$ cat config.mk
export PLATFORM = sky130hd
export DESIGN_NAME = ribbon_gradient_hsv_color_unit
export DESIGN_NICKNAME = d
export VERILOG_FILES = /design/src/rghsv_pkg.sv /design/src/rghsv_prep.sv /design/src/rghsv_div.sv /design/src/rghsv_hue.sv /design/src/rghsv_rgb.sv /design/src/ribbon_gradient_hsv_color_unit.sv
export VERILOG_INCLUDE_DIRS = /design/src /design/src/src
export SDC_FILE = /design/constraint.sdc
export NUM_CORES = 2
export LEC_CHECK = 0
export ABC_AREA = 1
export BUFFER_PORTS_ARGS = -buffer_cell sky130_fd_sc_hd__clkbuf_2
export CAP_MARGIN = 30
export CORE_MARGIN = 2
export CORE_UTILIZATION = 55
export DETAILED_ROUTE_END_ITERATION = 8
export MAX_ROUTING_LAYER = met4
export PLACE_DENSITY = 0.71
export SKIP_CTS_REPAIR_TIMING = 1
export SYNTH_ARGS = -nofsm -noshare
export SYNTH_HDL_FRONTEND = slang
export SYNTH_SLANG_ARGS = --single-unit
$ cat constraint.sdc
create_clock -name clk_i -period 15.2 [get_ports clk_i]
set_input_delay 3.04 -clock clk_i [delete_from_list [all_inputs] [get_ports clk_i]]
set_output_delay 3.04 -clock clk_i [all_outputs]
set_load 0.03 [all_outputs]
$ cat src/ribbon_gradient_hsv_color_unit_defines.svh
// Assertion macros shared by the ribbon gradient HSV color unit.
`ifndef RIBBON_GRADIENT_HSV_COLOR_UNIT_DEFINES_SVH
`define RIBBON_GRADIENT_HSV_COLOR_UNIT_DEFINES_SVH

// Implication checked at every clock edge outside reset.
`define RGHSV_ASSERT_IMP(lbl, ante, cons, msg) \
  lbl: assert property (@(posedge clk_i) disable iff (!rst_ni) (ante) |-> (cons)) \
    else $error(msg);

// Condition that must never be true outside reset.
`define RGHSV_ASSERT_NEVER(lbl, cond, msg) \
  lbl: assert property (@(posedge clk_i) disable iff (!rst_ni) !(cond)) \
    else $error(msg);

`endif

$ cat src/rghsv_pkg.sv
// Types and constants of the ribbon gradient HSV color unit.
package rghsv_pkg;

  typedef enum logic [1:0] {
    MODE_RAINBOW = 2'd0,
    MODE_NEON    = 2'd1,
    MODE_AMBER   = 2'd2,
    MODE_GREEN   = 2'd3
  } grad_mode_e;

  typedef struct packed {
    logic [31:0] anim_cycle;
    logic [9:0]  segment_index;
    logic [10:0] segment_total;
  } in_item_t;

  typedef struct packed {
    logic [7:0] red;
    logic [7:0] green;
    logic [7:0] blue;
  } out_item_t;

  localparam int unsigned DIV_DW     = 27;
  localparam int unsigned DIV_VW     = 11;
  localparam int unsigned DIV_BPS    = 3;
  localparam int unsigned DIV_STAGES = DIV_DW / DIV_BPS;

  localparam logic [16:0] HUE_FULL   = 17'd92160;
  localparam logic [16:0] HUE_SECTOR = 17'd15360;
  localparam logic [16:0] ONE_Q16    = 17'd65536;

  localparam logic [15:0] FRAC_095 = 16'd62259;
  localparam logic [15:0] FRAC_090 = 16'd58982;
  localparam logic [15:0] FRAC_070 = 16'd45875;
  localparam logic [15:0] FRAC_055 = 16'd36045;
  localparam logic [15:0] FRAC_035 = 16'd22938;
  localparam logic [15:0] FRAC_025 = 16'd16384;

  localparam logic [8:0] NEON_BASE_DEG = 9'd280;
  localparam logic [8:0] AMBER_DEG     = 9'd38;
  localparam logic [8:0] GREEN_DEG     = 9'd142;

  localparam logic [18:0] RECIP_360 = 19'd372827;
  localparam logic [20:0] RECIP_15  = 21'd1118481;

  typedef struct packed {
    grad_mode_e mode;
    logic       head;
    logic [5:0] c60;
    logic [8:0] neon_deg;
  } side_t;

  typedef struct packed {
    logic [DIV_DW-1:0] hue_dvd;
    logic [DIV_DW-1:0] fade_dvd;
    logic [DIV_VW-1:0] divisor;
  } div_in_t;

  typedef struct packed {
    logic [DIV_DW-1:0] hue_quo;
    logic [DIV_DW-1:0] fade_quo;
  } div_out_t;

  typedef struct packed {
    logic [16:0] hue;
    logic [16:0] chroma;
    logic [16:0] val;
  } hsv_t;

endpackage

$ cat src/rghsv_prep.sv
// Input stages: dividends, nonzero divisor and cycle residues for the hue terms.
module rghsv_prep import rghsv_pkg::*; (
  input  logic       clk_i,
  input  logic       rst_ni,
  input  logic       valid_i,
  input  in_item_t   item_i,
  input  grad_mode_e mode_i,
  output logic       valid_o,
  output div_in_t    div_o,
  output side_t      side_o
);

  logic [10:0] total_nz;
  logic [15:0] fade_rate;
  logic [9:0]  byte_sum;
  logic [13:0] s1_d;
  div_in_t     div_d;

  logic        p1_vld_q, p2_vld_q, p3_vld_q;
  div_in_t     p1_div_q, p2_div_q, p3_div_q;
  grad_mode_e  p1_mode_q, p2_mode_q;
  logic        p1_head_q, p2_head_q;
  logic [2:0]  p1_idx3_q, p2_idx3_q;
  logic [13:0] p1_s1_q;
  logic [8:0]  p2_s3_q;
  side_t       p3_side_q;

  logic [9:0]  s2;
  logic [8:0]  s3_d;
  logic [8:0]  c60_w;
  logic [5:0]  c30;
  logic [7:0]  term;
  logic [7:0]  term_mod;
  logic [8:0]  neon_deg;
  side_t       side_d;

  always_comb begin
    total_nz  = (item_i.segment_total == 11'd0) ? 11'd1 : item_i.segment_total;
    fade_rate = (mode_i == MODE_RAINBOW) ? FRAC_055 : FRAC_070;
    div_d.hue_dvd  = {17'b0, item_i.segment_index} * {10'b0, HUE_FULL};
    div_d.fade_dvd = {17'b0, item_i.segment_index} * {11'b0, fade_rate};
    div_d.divisor  = total_nz;
    byte_sum = {2'b0, item_i.anim_cycle[15:8]} + {2'b0, item_i.anim_cycle[23:16]}
             + {2'b0, item_i.anim_cycle[31:24]};
    s1_d = {6'b0, item_i.anim_cycle[7:0]} + {byte_sum, 4'b0};
  end

  always_comb begin
    s2   = {2'b0, p1_s1_q[7:0]} + {p1_s1_q[13:8], 4'b0};
    s3_d = {1'b0, s2[7:0]} + {3'b0, s2[9:8], 4'b0};
  end

  always_comb begin
    priority if (p2_s3_q >= 9'd300) begin
      c60_w = p2_s3_q - 9'd300;
    end else if (p2_s3_q >= 9'd240) begin
      c60_w = p2_s3_q - 9'd240;
    end else if (p2_s3_q >= 9'd180) begin
      c60_w = p2_s3_q - 9'd180;
    end else if (p2_s3_q >= 9'd120) begin
      c60_w = p2_s3_q - 9'd120;
    end else if (p2_s3_q >= 9'd60) begin
      c60_w = p2_s3_q - 9'd60;
    end else begin
      c60_w = p2_s3_q;
    end
    c30      = (c60_w[5:0] >= 6'd30) ? (c60_w[5:0] - 6'd30) : c60_w[5:0];
    term     = {c30, 2'b00} + ({1'b0, p2_idx3_q, 4'b0} - {5'b0, p2_idx3_q});
    term_mod = (term >= 8'd120) ? (term - 8'd120) : term;
    neon_deg = (term_mod < 8'd80) ? ({1'b0, term_mod} + NEON_BASE_DEG)
                                  : ({1'b0, term_mod} - 9'd80);
    side_d.mode     = p2_mode_q;
    side_d.head     = p2_head_q;
    side_d.c60      = c60_w[5:0];
    side_d.neon_deg = neon_deg;
  end

  always_ff @(posedge clk_i or negedge rst_ni) begin
    if (!rst_ni) begin
      p1_vld_q <= 1'b0;
      p2_vld_q <= 1'b0;
      p3_vld_q <= 1'b0;
    end else begin
      p1_vld_q <= valid_i;
      p2_vld_q <= p1_vld_q;
      p3_vld_q <= p2_vld_q;
    end
  end

  always_ff @(posedge clk_i) begin
    p1_div_q  <= div_d;
    p1_mode_q <= mode_i;
    p1_head_q <= (item_i.segment_index == 10'd0);
    p1_idx3_q <= item_i.segment_index[2:0];
    p1_s1_q   <= s1_d;
    p2_div_q  <= p1_div_q;
    p2_mode_q <= p1_mode_q;
    p2_head_q <= p1_head_q;
    p2_idx3_q <= p1_idx3_q;
    p2_s3_q   <= s3_d;
    p3_div_q  <= p2_div_q;
    p3_side_q <= side_d;
  end

  assign valid_o = p3_vld_q;
  assign div_o   = p3_div_q;
  assign side_o  = p3_side_q;

endmodule

$ cat src/rghsv_div.sv
// Pipelined restoring divider: two dividends over one shared divisor, three bits a stage.
`include "ribbon_gradient_hsv_color_unit_defines.svh"
module rghsv_div import rghsv_pkg::*; (
  input  logic     clk_i,
  input  logic     rst_ni,
  input  logic     valid_i,
  input  div_in_t  div_i,
  output logic     valid_o,
  output div_out_t quo_o
);

  localparam int unsigned LANES = 2;

  typedef struct packed {
    logic [DIV_VW-1:0] rem;
    logic [DIV_DW-1:0] acc;
  } lane_t;

  logic [DIV_STAGES-1:0] vld_q;
  lane_t                 lane_q [DIV_STAGES][LANES];
  lane_t                 lane_d [DIV_STAGES][LANES];
  logic [DIV_VW-1:0]     dvs_q  [DIV_STAGES];
  lane_t                 lane_in [LANES];

  function automatic lane_t div_step(input lane_t cur, input logic [DIV_VW-1:0] dvs);
    lane_t           nxt;
    logic [DIV_VW:0] trial;
    nxt = cur;
    for (int b = 0; b < DIV_BPS; b++) begin
      trial   = {nxt.rem, nxt.acc[DIV_DW-1]};
      nxt.acc = {nxt.acc[DIV_DW-2:0], 1'b0};
      if (trial >= {1'b0, dvs}) begin
        trial      = trial - {1'b0, dvs};
        nxt.acc[0] = 1'b1;
      end
      nxt.rem = trial[DIV_VW-1:0];
    end
    return nxt;
  endfunction

  assign lane_in[0] = {{DIV_VW{1'b0}}, div_i.hue_dvd};
  assign lane_in[1] = {{DIV_VW{1'b0}}, div_i.fade_dvd};

  for (genvar s = 0; s < DIV_STAGES; s++) begin : g_stage
    for (genvar l = 0; l < LANES; l++) begin : g_lane
      if (s == 0) begin : g_first
        assign lane_d[s][l] = div_step(lane_in[l], div_i.divisor);
      end else begin : g_next
        assign lane_d[s][l] = div_step(lane_q[s-1][l], dvs_q[s-1]);
      end
    end
  end

  always_ff @(posedge clk_i or negedge rst_ni) begin
    if (!rst_ni) begin
      vld_q <= '0;
    end else begin
      vld_q <= {vld_q[DIV_STAGES-2:0], valid_i};
    end
  end

  always_ff @(posedge clk_i) begin
    for (int s = 0; s < DIV_STAGES; s++) begin
      for (int l = 0; l < LANES; l++) begin
        lane_q[s][l] <= lane_d[s][l];
      end
      if (s == 0) begin
        dvs_q[s] <= div_i.divisor;
      end else begin
        dvs_q[s] <= dvs_q[s-1];
      end
    end
  end

  assign valid_o        = vld_q[DIV_STAGES-1];
  assign quo_o.hue_quo  = lane_q[DIV_STAGES-1][0].acc;
  assign quo_o.fade_quo = lane_q[DIV_STAGES-1][1].acc;

  `RGHSV_ASSERT_NEVER(a_div_zero, valid_i && (div_i.divisor == '0), "zero divisor entered")
  `RGHSV_ASSERT_IMP(a_div_rem, vld_q[DIV_STAGES-1], (lane_q[DIV_STAGES-1][0].rem < dvs_q[DIV_STAGES-1]) && (lane_q[DIV_STAGES-1][1].rem < dvs_q[DIV_STAGES-1]), "remainder not below divisor")

endmodule

$ cat src/rghsv_hue.sv
// Hue, saturation and value selection per gradient mode, and chroma product.
`include "ribbon_gradient_hsv_color_unit_defines.svh"
module rghsv_hue import rghsv_pkg::*; (
  input  logic     clk_i,
  input  logic     rst_ni,
  input  logic     valid_i,
  input  div_out_t quo_i,
  input  side_t    side_i,
  output logic     valid_o,
  output hsv_t     hsv_o
);

  function automatic logic [16:0] fade(input logic [DIV_DW-1:0] dec,
                                       input logic [15:0] floor_v);
    logic [DIV_DW-1:0] lim;
    lim = DIV_DW'(ONE_Q16 - {1'b0, floor_v});
    return (dec >= lim) ? {1'b0, floor_v} : (ONE_Q16 - dec[16:0]);
  endfunction

  logic [18:0] x_d;
  logic [37:0] prod360;
  logic [16:0] val_d;
  logic [15:0] sat_d;

  logic        h1_vld_q, h2_vld_q, h3_vld_q;
  logic [18:0] h1_x_q;
  logic [7:0]  h1_frac_q;
  logic [10:0] h1_qest_q;
  logic [16:0] h1_val_q, h2_val_q;
  logic [15:0] h1_sat_q;
  side_t       h1_side_q, h2_side_q;

  logic [18:0] r360;
  logic [8:0]  deg;
  logic [32:0] cprod;
  logic [16:0] h2_hmod_q;
  logic [16:0] h2_chroma_q;

  logic [17:0] rb_sum;
  logic [17:0] rb_mod;
  logic [16:0] hue_d;
  hsv_t        h3_q;

  always_comb begin
    x_d     = quo_i.hue_quo[DIV_DW-1:8];
    prod360 = {19'b0, x_d} * {19'b0, RECIP_360};
    unique case (side_i.mode)
      MODE_RAINBOW: begin
        if (side_i.head) begin
          sat_d = FRAC_070;
          val_d = ONE_Q16;
        end else begin
          sat_d = FRAC_095;
          val_d = fade(quo_i.fade_quo, FRAC_035);
        end
      end
      MODE_NEON: begin
        sat_d = FRAC_090;
        val_d = ONE_Q16;
      end
      MODE_AMBER, MODE_GREEN: begin
        sat_d = FRAC_095;
        val_d = fade(quo_i.fade_quo, FRAC_025);
      end
    endcase
  end

  always_comb begin
    r360  = h1_x_q - ({8'b0, h1_qest_q} * 19'd360);
    deg   = (r360[9:0] >= 10'd360) ? 9'(r360[9:0] - 10'd360) : r360[8:0];
    cprod = {16'b0, h1_val_q} * {17'b0, h1_sat_q};
  end

  always_comb begin
    rb_sum = {1'b0, h2_hmod_q} + {1'b0, h2_side_q.c60, 11'b0}
           - {3'b0, h2_side_q.c60, 9'b0};
    rb_mod = (rb_sum >= {1'b0, HUE_FULL}) ? (rb_sum - {1'b0, HUE_FULL}) : rb_sum;
    unique case (h2_side_q.mode)
      MODE_RAINBOW: hue_d = rb_mod[16:0];
      MODE_NEON:    hue_d = {h2_side_q.neon_deg, 8'b0};
      MODE_AMBER:   hue_d = {AMBER_DEG, 8'b0};
      MODE_GREEN:   hue_d = {GREEN_DEG, 8'b0};
    endcase
  end

  always_ff @(posedge clk_i or negedge rst_ni) begin
    if (!rst_ni) begin
      h1_vld_q <= 1'b0;
      h2_vld_q <= 1'b0;
      h3_vld_q <= 1'b0;
    end else begin
      h1_vld_q <= valid_i;
      h2_vld_q <= h1_vld_q;
      h3_vld_q <= h2_vld_q;
    end
  end

  always_ff @(posedge clk_i) begin
    h1_x_q      <= x_d;
    h1_frac_q   <= quo_i.hue_quo[7:0];
    h1_qest_q   <= prod360[37:27];
    h1_val_q    <= val_d;
    h1_sat_q    <= sat_d;
    h1_side_q   <= side_i;
    h2_hmod_q   <= {deg, h1_frac_q};
    h2_chroma_q <= cprod[32:16];
    h2_val_q    <= h1_val_q;
    h2_side_q   <= h1_side_q;
    h3_q.hue    <= hue_d;
    h3_q.chroma <= h2_chroma_q;
    h3_q.val    <= h2_val_q;
  end

  assign valid_o = h3_vld_q;
  assign hsv_o   = h3_q;

  `RGHSV_ASSERT_IMP(a_hue_range, h3_vld_q, (h3_q.hue < HUE_FULL) && (h3_q.chroma <= h3_q.val), "hue or chroma out of range")

endmodule

$ cat src/rghsv_rgb.sv
// Six-sector HSV to RGB conversion and 8-bit channel scaling.
`include "ribbon_gradient_hsv_color_unit_defines.svh"
module rghsv_rgb import rghsv_pkg::*; (
  input  logic      clk_i,
  input  logic      rst_ni,
  input  logic      valid_i,
  input  hsv_t      hsv_i,
  output logic      valid_o,
  output out_item_t rgb_o
);

  localparam logic [16:0] SEC1 = HUE_SECTOR;
  localparam logic [16:0] SEC2 = 17'(2 * HUE_SECTOR);
  localparam logic [16:0] SEC3 = 17'(3 * HUE_SECTOR);
  localparam logic [16:0] SEC4 = 17'(4 * HUE_SECTOR);
  localparam logic [16:0] SEC5 = 17'(5 * HUE_SECTOR);

  function automatic logic [7:0] to8(input logic [16:0] q);
    logic [24:0] s;
    s = {q, 8'b0} - {8'b0, q};
    return (s[24:16] > 9'd255) ? 8'hFF : s[23:16];
  endfunction

  logic [2:0]  sector_d;
  logic [16:0] base;
  logic [13:0] f;
  logic [13:0] sel_d;

  logic        r1_vld_q, r2_vld_q, r3_vld_q, r4_vld_q, r5_vld_q;
  logic [2:0]  r1_sec_q, r2_sec_q, r3_sec_q;
  logic [13:0] r1_sel_q;
  logic [16:0] r1_c_q, r2_c_q, r3_c_q;
  logic [16:0] r1_m_q, r2_m_q, r3_m_q;

  logic [30:0] p;
  logic [20:0] r2_y_q, r3_y_q;

  logic [41:0] pm;
  logic [16:0] r3_qe_q;

  logic [20:0] t15;
  logic [20:0] rem;
  logic [16:0] xq;
  logic [16:0] lr, lg, lb;
  logic [16:0] r4_r_q, r4_g_q, r4_b_q;
  out_item_t   r5_q;

  always_comb begin
    priority if (hsv_i.hue >= SEC5) begin
      sector_d = 3'd5;
      base     = SEC5;
    end else if (hsv_i.hue >= SEC4) begin
      sector_d = 3'd4;
      base     = SEC4;
    end else if (hsv_i.hue >= SEC3) begin
      sector_d = 3'd3;
      base     = SEC3;
    end else if (hsv_i.hue >= SEC2) begin
      sector_d = 3'd2;
      base     = SEC2;
    end else if (hsv_i.hue >= SEC1) begin
      sector_d = 3'd1;
      base     = SEC1;
    end else begin
      sector_d = 3'd0;
      base     = '0;
    end
    f     = 14'(hsv_i.hue - base);
    sel_d = sector_d[0] ? (HUE_SECTOR[13:0] - f) : f;
  end

  always_comb begin
    p  = {14'b0, r1_c_q} * {17'b0, r1_sel_q};
    pm = {21'b0, r2_y_q} * {21'b0, RECIP_15};
  end

  always_comb begin
    t15 = {r3_qe_q, 4'b0} - {4'b0, r3_qe_q};
    rem = r3_y_q - t15;
    xq  = (rem >= 21'd15) ? (r3_qe_q + 17'd1) : r3_qe_q;
    lr  = '0;
    lg  = '0;
    lb  = '0;
    unique case (r3_sec_q)
      3'd0: begin
        lr = r3_c_q;
        lg = xq;
      end
      3'd1: begin
        lr = xq;
        lg = r3_c_q;
      end
      3'd2: begin
        lg = r3_c_q;
        lb = xq;
      end
      3'd3: begin
        lg = xq;
        lb = r3_c_q;
      end
      3'd4: begin
        lr = xq;
        lb = r3_c_q;
      end
      default: begin
        lr = r3_c_q;
        lb = xq;
      end
    endcase
  end

  always_ff @(posedge clk_i or negedge rst_ni) begin
    if (!rst_ni) begin
      r1_vld_q <= 1'b0;
      r2_vld_q <= 1'b0;
      r3_vld_q <= 1'b0;
      r4_vld_q <= 1'b0;
      r5_vld_q <= 1'b0;
    end else begin
      r1_vld_q <= valid_i;
      r2_vld_q <= r1_vld_q;
      r3_vld_q <= r2_vld_q;
      r4_vld_q <= r3_vld_q;
      r5_vld_q <= r4_vld_q;
    end
  end

  always_ff @(posedge clk_i) begin
    r1_sec_q   <= sector_d;
    r1_sel_q   <= sel_d;
    r1_c_q     <= hsv_i.chroma;
    r1_m_q     <= hsv_i.val - hsv_i.chroma;
    r2_y_q     <= p[30:10];
    r2_sec_q   <= r1_sec_q;
    r2_c_q     <= r1_c_q;
    r2_m_q     <= r1_m_q;
    r3_y_q     <= r2_y_q;
    r3_qe_q    <= pm[40:24];
    r3_sec_q   <= r2_sec_q;
    r3_c_q     <= r2_c_q;
    r3_m_q     <= r2_m_q;
    r4_r_q     <= lr + r3_m_q;
    r4_g_q     <= lg + r3_m_q;
    r4_b_q     <= lb + r3_m_q;
    r5_q.red   <= to8(r4_r_q);
    r5_q.green <= to8(r4_g_q);
    r5_q.blue  <= to8(r4_b_q);
  end

  assign valid_o = r5_vld_q;
  assign rgb_o   = r5_q;

  `RGHSV_ASSERT_IMP(a_recip_est, r3_vld_q, rem < 21'd30, "reciprocal quotient off by more than one")

endmodule

$ cat src/ribbon_gradient_hsv_color_unit.sv
// Top level of the ribbon gradient HSV color unit.
//
//  channel  | signals                            | transfer when
//  ---------+------------------------------------+----------------------------
//  input    | start, busy, in_data_i             | start high and busy low
//  result   | out_strobe_o, out_data_o           | out_strobe_o high, one cycle
//  config   | cfg_valid_i, cfg_ready_o, cfg_data_i | cfg_valid_i and cfg_ready_o
//
// One item enters per clock; each result passes through, in order:
// 3 prep stages, 9 divider stages (3 quotient bits each), 3 hue and 5 RGB stages.
// Reset clears all stage valid bits and sets the gradient mode to rainbow.
// busy stays low and the pipeline never stalls; the receiver cannot stall.
module ribbon_gradient_hsv_color_unit import rghsv_pkg::*; (
  input  logic       clk_i,
  input  logic       rst_ni,
  input  logic       start,
  output logic       busy,
  input  in_item_t   in_data_i,
  output logic       out_strobe_o,
  output out_item_t  out_data_o,
  input  logic       cfg_valid_i,
  output logic       cfg_ready_o,
  input  logic [1:0] cfg_data_i
);

  grad_mode_e mode_q, mode_d;
  logic       in_fire;

  logic       prep_vld;
  div_in_t    prep_div;
  side_t      prep_side;

  logic       div_vld;
  div_out_t   div_quo;
  side_t      side_q [DIV_STAGES];

  logic       hue_vld;
  hsv_t       hue_hsv;

  assign busy        = 1'b0;
  assign cfg_ready_o = 1'b1;
  assign in_fire     = start && !busy;
  assign mode_d      = (cfg_valid_i && cfg_ready_o) ? grad_mode_e'(cfg_data_i) : mode_q;

  always_ff @(posedge clk_i or negedge rst_ni) begin
    if (!rst_ni) begin
      mode_q <= MODE_RAINBOW;
    end else begin
      mode_q <= mode_d;
    end
  end

  rghsv_prep u_prep (
    .clk_i   (clk_i),
    .rst_ni  (rst_ni),
    .valid_i (in_fire),
    .item_i  (in_data_i),
    .mode_i  (mode_q),
    .valid_o (prep_vld),
    .div_o   (prep_div),
    .side_o  (prep_side)
  );

  rghsv_div u_div (
    .clk_i   (clk_i),
    .rst_ni  (rst_ni),
    .valid_i (prep_vld),
    .div_i   (prep_div),
    .valid_o (div_vld),
    .quo_o   (div_quo)
  );

  always_ff @(posedge clk_i) begin
    side_q[0] <= prep_side;
    for (int i = 1; i < DIV_STAGES; i++) begin
      side_q[i] <= side_q[i-1];
    end
  end

  rghsv_hue u_hue (
    .clk_i   (clk_i),
    .rst_ni  (rst_ni),
    .valid_i (div_vld),
    .quo_i   (div_quo),
    .side_i  (side_q[DIV_STAGES-1]),
    .valid_o (hue_vld),
    .hsv_o   (hue_hsv)
  );

  rghsv_rgb u_rgb (
    .clk_i   (clk_i),
    .rst_ni  (rst_ni),
    .valid_i (hue_vld),
    .hsv_i   (hue_hsv),
    .valid_o (out_strobe_o),
    .rgb_o   (out_data_o)
  );

endmodule
==> results.py <==
metrics = {
    "placement": {
        "port_buffers": 83,
        "gp_congestion": 0.943,
        "hpwl_mm": 172,
    },
    "global_routing": {
        "grt_util_met1_pct": 29.7,
        "grt_usage_pct": 24.7,
        "antenna_found_initial": 1,
        "grt_pass1_vias": 71116,
        "grtUsageMet3_pct": 3.02,
        "grt_pass1_wl_mm": 349,
        "grt_use_met2_pct": 42.7,
        "grt_max_degree": 24,
        "grt_overflow": 0,
        "top_usage_layer": "met2",
    },
    "final_layout": {
        "syn2layout_area_growth_pct": 8.81,
        "fin_nets": 13014,
        "drive_gt1_share_pct": 4.18,
        "n_fill_cell": 15027,
    },
    "yosys": {
        "synth.distinct_cells": 68,
        "synthArstFlopShare_pct": 1.47,
        "synth_edf_count": 0,
        "ys.flop_type": "dfxtp_1",
        "synth.avg_cell_area_um2": 8.86,
        "synth_nets": 12905,
        "synth_top_area_share_pct": 30.7,
        "yosysMostFrequentCell": "inv_1",
        "ys_ff_latch": 1492,
        "syn-cell-area_mm2": 0.0958,
        "yosysSeqAreaShare_pct": 31.3,
        "synth_top_cells_by_count": "inv_1 (1955), nand2_1 (1475), dfxtp_1 (1470)",
        "synth-warning-count": 0,
        "netlist.top_cell.by_area": "dfxtp_1",
        "synth.area.top_cells": "dfxtp_1 (31%), ha_1 (18%), fa_1 (14%), inv_1 (7.7%), nand2_1 (5.8%)",
        "synthCells": 10806,
    },
    "drt": {
        "postRouteAntennaNets": 0,
        "drt_wl_total_mm": 211,
        "via_count": 69479,
        "drt_iter0_drc": 3548,
        "drcViolationCount": 0,
        "first_pass_iters": 6,
        "vias_per_cell": 5.20,
        "wl_per_cell_um": 15.8,
    },
    "flow_run": {
        "drv_cap": 0,
    },
    "clock_network": {
        "clockBufferDepth": 3,
        "clockRootBuffer": "clkbuf_16",
        "cts.htree.levels": 4,
        "cts_buffers": 152,
        "path_clk_slew_ns": 0.06,
        "cts.sinks": 1492,
        "cts_tree": "yes",
        "clk_latency_ns": 0.82,
    },
    "timing": {
        "rsz0062_at_grt": "false",
        "max_slew.worst_pin.slew_ns": 0.928,
        "slew_headroom_pct": 37.9,
        "maxSlewViolCount": 0,
        "hold_viol_final": 0,
        "period_share_pct": 57.2,
        "finalSetupViolCount": 0,
        "setup_tns_ns": 0,
        "fin_skew_ns": 0.0535,
        "finalCriticalPeriod_ns": 8.69,
        "clock.fmax_ghz": 0.115,
    },
    "floorplanning": {
        "core_mm2": 0.173,
        "die_w_um": 421,
        "fp-row-count": 153,
        "initial_core_util_pct": 55.2,
        "die_height_um": 421,
        "pin_count": 86,
        "dieArea_mm2": 0.178,
    },
    "worst_setup_path": {
        "worstSetupPathType": "reg2reg",
        "cp_max_fo": 22,
        "endpoint_kind": "register",
        "crit_path_frequent_cell": "a21oi_1",
        "critical-path-max-stage-delay_ns": 0.60,
        "arrival_ns": 9.33,
        "crit_slowest_cell": "or3_1",
        "crit_required_ns": 15.84,
        "startpoint_type": "register",
    },
    "worst_hold_path": {
        "hp-class": "reg2reg",
    },
    "outcome": {
        "status": "finished clean",
    },
}
==> worst max-delay path: cells and delay by family (launching register included) <==
kind                     cells  cell delay, ns
flip-flops                   1            0.55
adder cells (fa/ha/maj)      3            1.19
buffers and inverters        5            1.10
AND/OR/NAND/NOR             17            2.09
AO/OA/AOI/OAI               18            3.55
==> cell type report <==
| type | count | area, um^2 | share of cell area (%) |
|---|---|---|---|
| antenna | 1 | 2.50 | 0.00240 |
| clock buffer | 194 | 4230 | 4.06 |
| clock inverter | 87 | 1300 | 1.25 |
| inverter | 1974 | 7410 | 7.11 |
| multi-input combinational | 7189 | 57800 | 55.5 |
| sequential | 1492 | 30000 | 28.8 |
| tap | 2325 | 2910 | 2.79 |
| timing repair buffer | 106 | 588 | 0.564 |
==> metrics by stage <==
step	instance area, um^2	worst slack [ns]	std cells	utilization, %	hold WS, ns
after CTS	104000	6.51	13367	60.1	0.282
after detailed placement	98700	6.30	13086	56.9	0.312
after global placement	98700	6.14	13086	56.9	0.310
after global routing	104000	5.46	13367	60.1	0.291
final	104000	6.51	13368	60.1	0.285
after floorplan	95800	7.02	10806	-	0.310
==> metal layers <==
metal / vias up / share of wire [%] / wire (um)
met5: - / 0 / 0
met4: 0 / 3.3 / 7050
met1: 32723 / 44 / 92600
met3: 426 / 3.7 / 7890
met2: 1352 / 49 / 104000
li1: 34978 / - / -
==> registers in the layout, indices dropped and copies added (netlist names), 24 cells and up <==
signal           count
side_q             162
u_div.dvs_q         88
u_div.lane_q       576
u_hue.hsv_o         51
u_prep.div_o        51
u_prep.p1_div_q     50
u_prep.p2_div_q     50
u_rgb.rgb_o         24
==> cells by family after synthesis <==
logic type / share of synthesized area (%)
simple gates: 10.9
buf+inv: 8.36
fa+ha+maj: 31.8
compound gates: 10.7
flops: 31.3
xor+xnor: 6.60
mux: 0.387
other cells: 0.00784
==> path summary, 6_finish.rpt <==
check / cells after the start / from / end / slack, ns
setup / recovery: 43 / u_div.dvs_q[0][12] / u_div.lane_q[2][66] / 6.51
hold / removal: 0 / u_hue.h2_chroma_q[15] / u_hue.hsv_o[32] / 0.29
setup reg to reg: 43 / u_div.dvs_q[0][12] / u_div.lane_q[2][66] / 6.51
hold reg to reg: 0 / u_hue.h2_chroma_q[15] / u_hue.hsv_o[32] / 0.29
max in group asynchronous: 1 / rst_ni / u_rgb.r4_vld_q / 12.65
min in group asynchronous: 1 / rst_ni / mode_q[1] / 2.19
==> placed cells by master, fill, tap and decap left out, types with 21 or more instances in the layout <==
cell type / Yosys / final
dfrtp_1: 22 / 22
clkbuf_16: 0 / 153
nor4_1: 39 / 39
ha_1: 1388 / 1388
nand4_1: 78 / 78
o21ai_0: 622 / 622
nand3_1: 207 / 207
nand2_1: 1475 / 1475
nand2_2: 21 / 21
xnor2_1: 231 / 231
a21o_1: 43 / 43
dfxtp_1: 1470 / 1470
nor3_1: 66 / 66
a211oi_1: 25 / 25
o21ai_1: 36 / 36
clkbuf_2: 4 / 83
buf_4: 2 / 23
a21oi_1: 840 / 840
a31oi_1: 32 / 32
o22ai_1: 22 / 22
nor2_1: 579 / 579
o21bai_1: 111 / 111
fa_1: 652 / 652
clkbuf_8: 0 / 25
inv_1: 1955 / 1955
xor2_1: 491 / 491
Power is left out: the tool's default activity adds up to more than one toggle a clock period on the data nets, which glitch-free logic cannot reach.
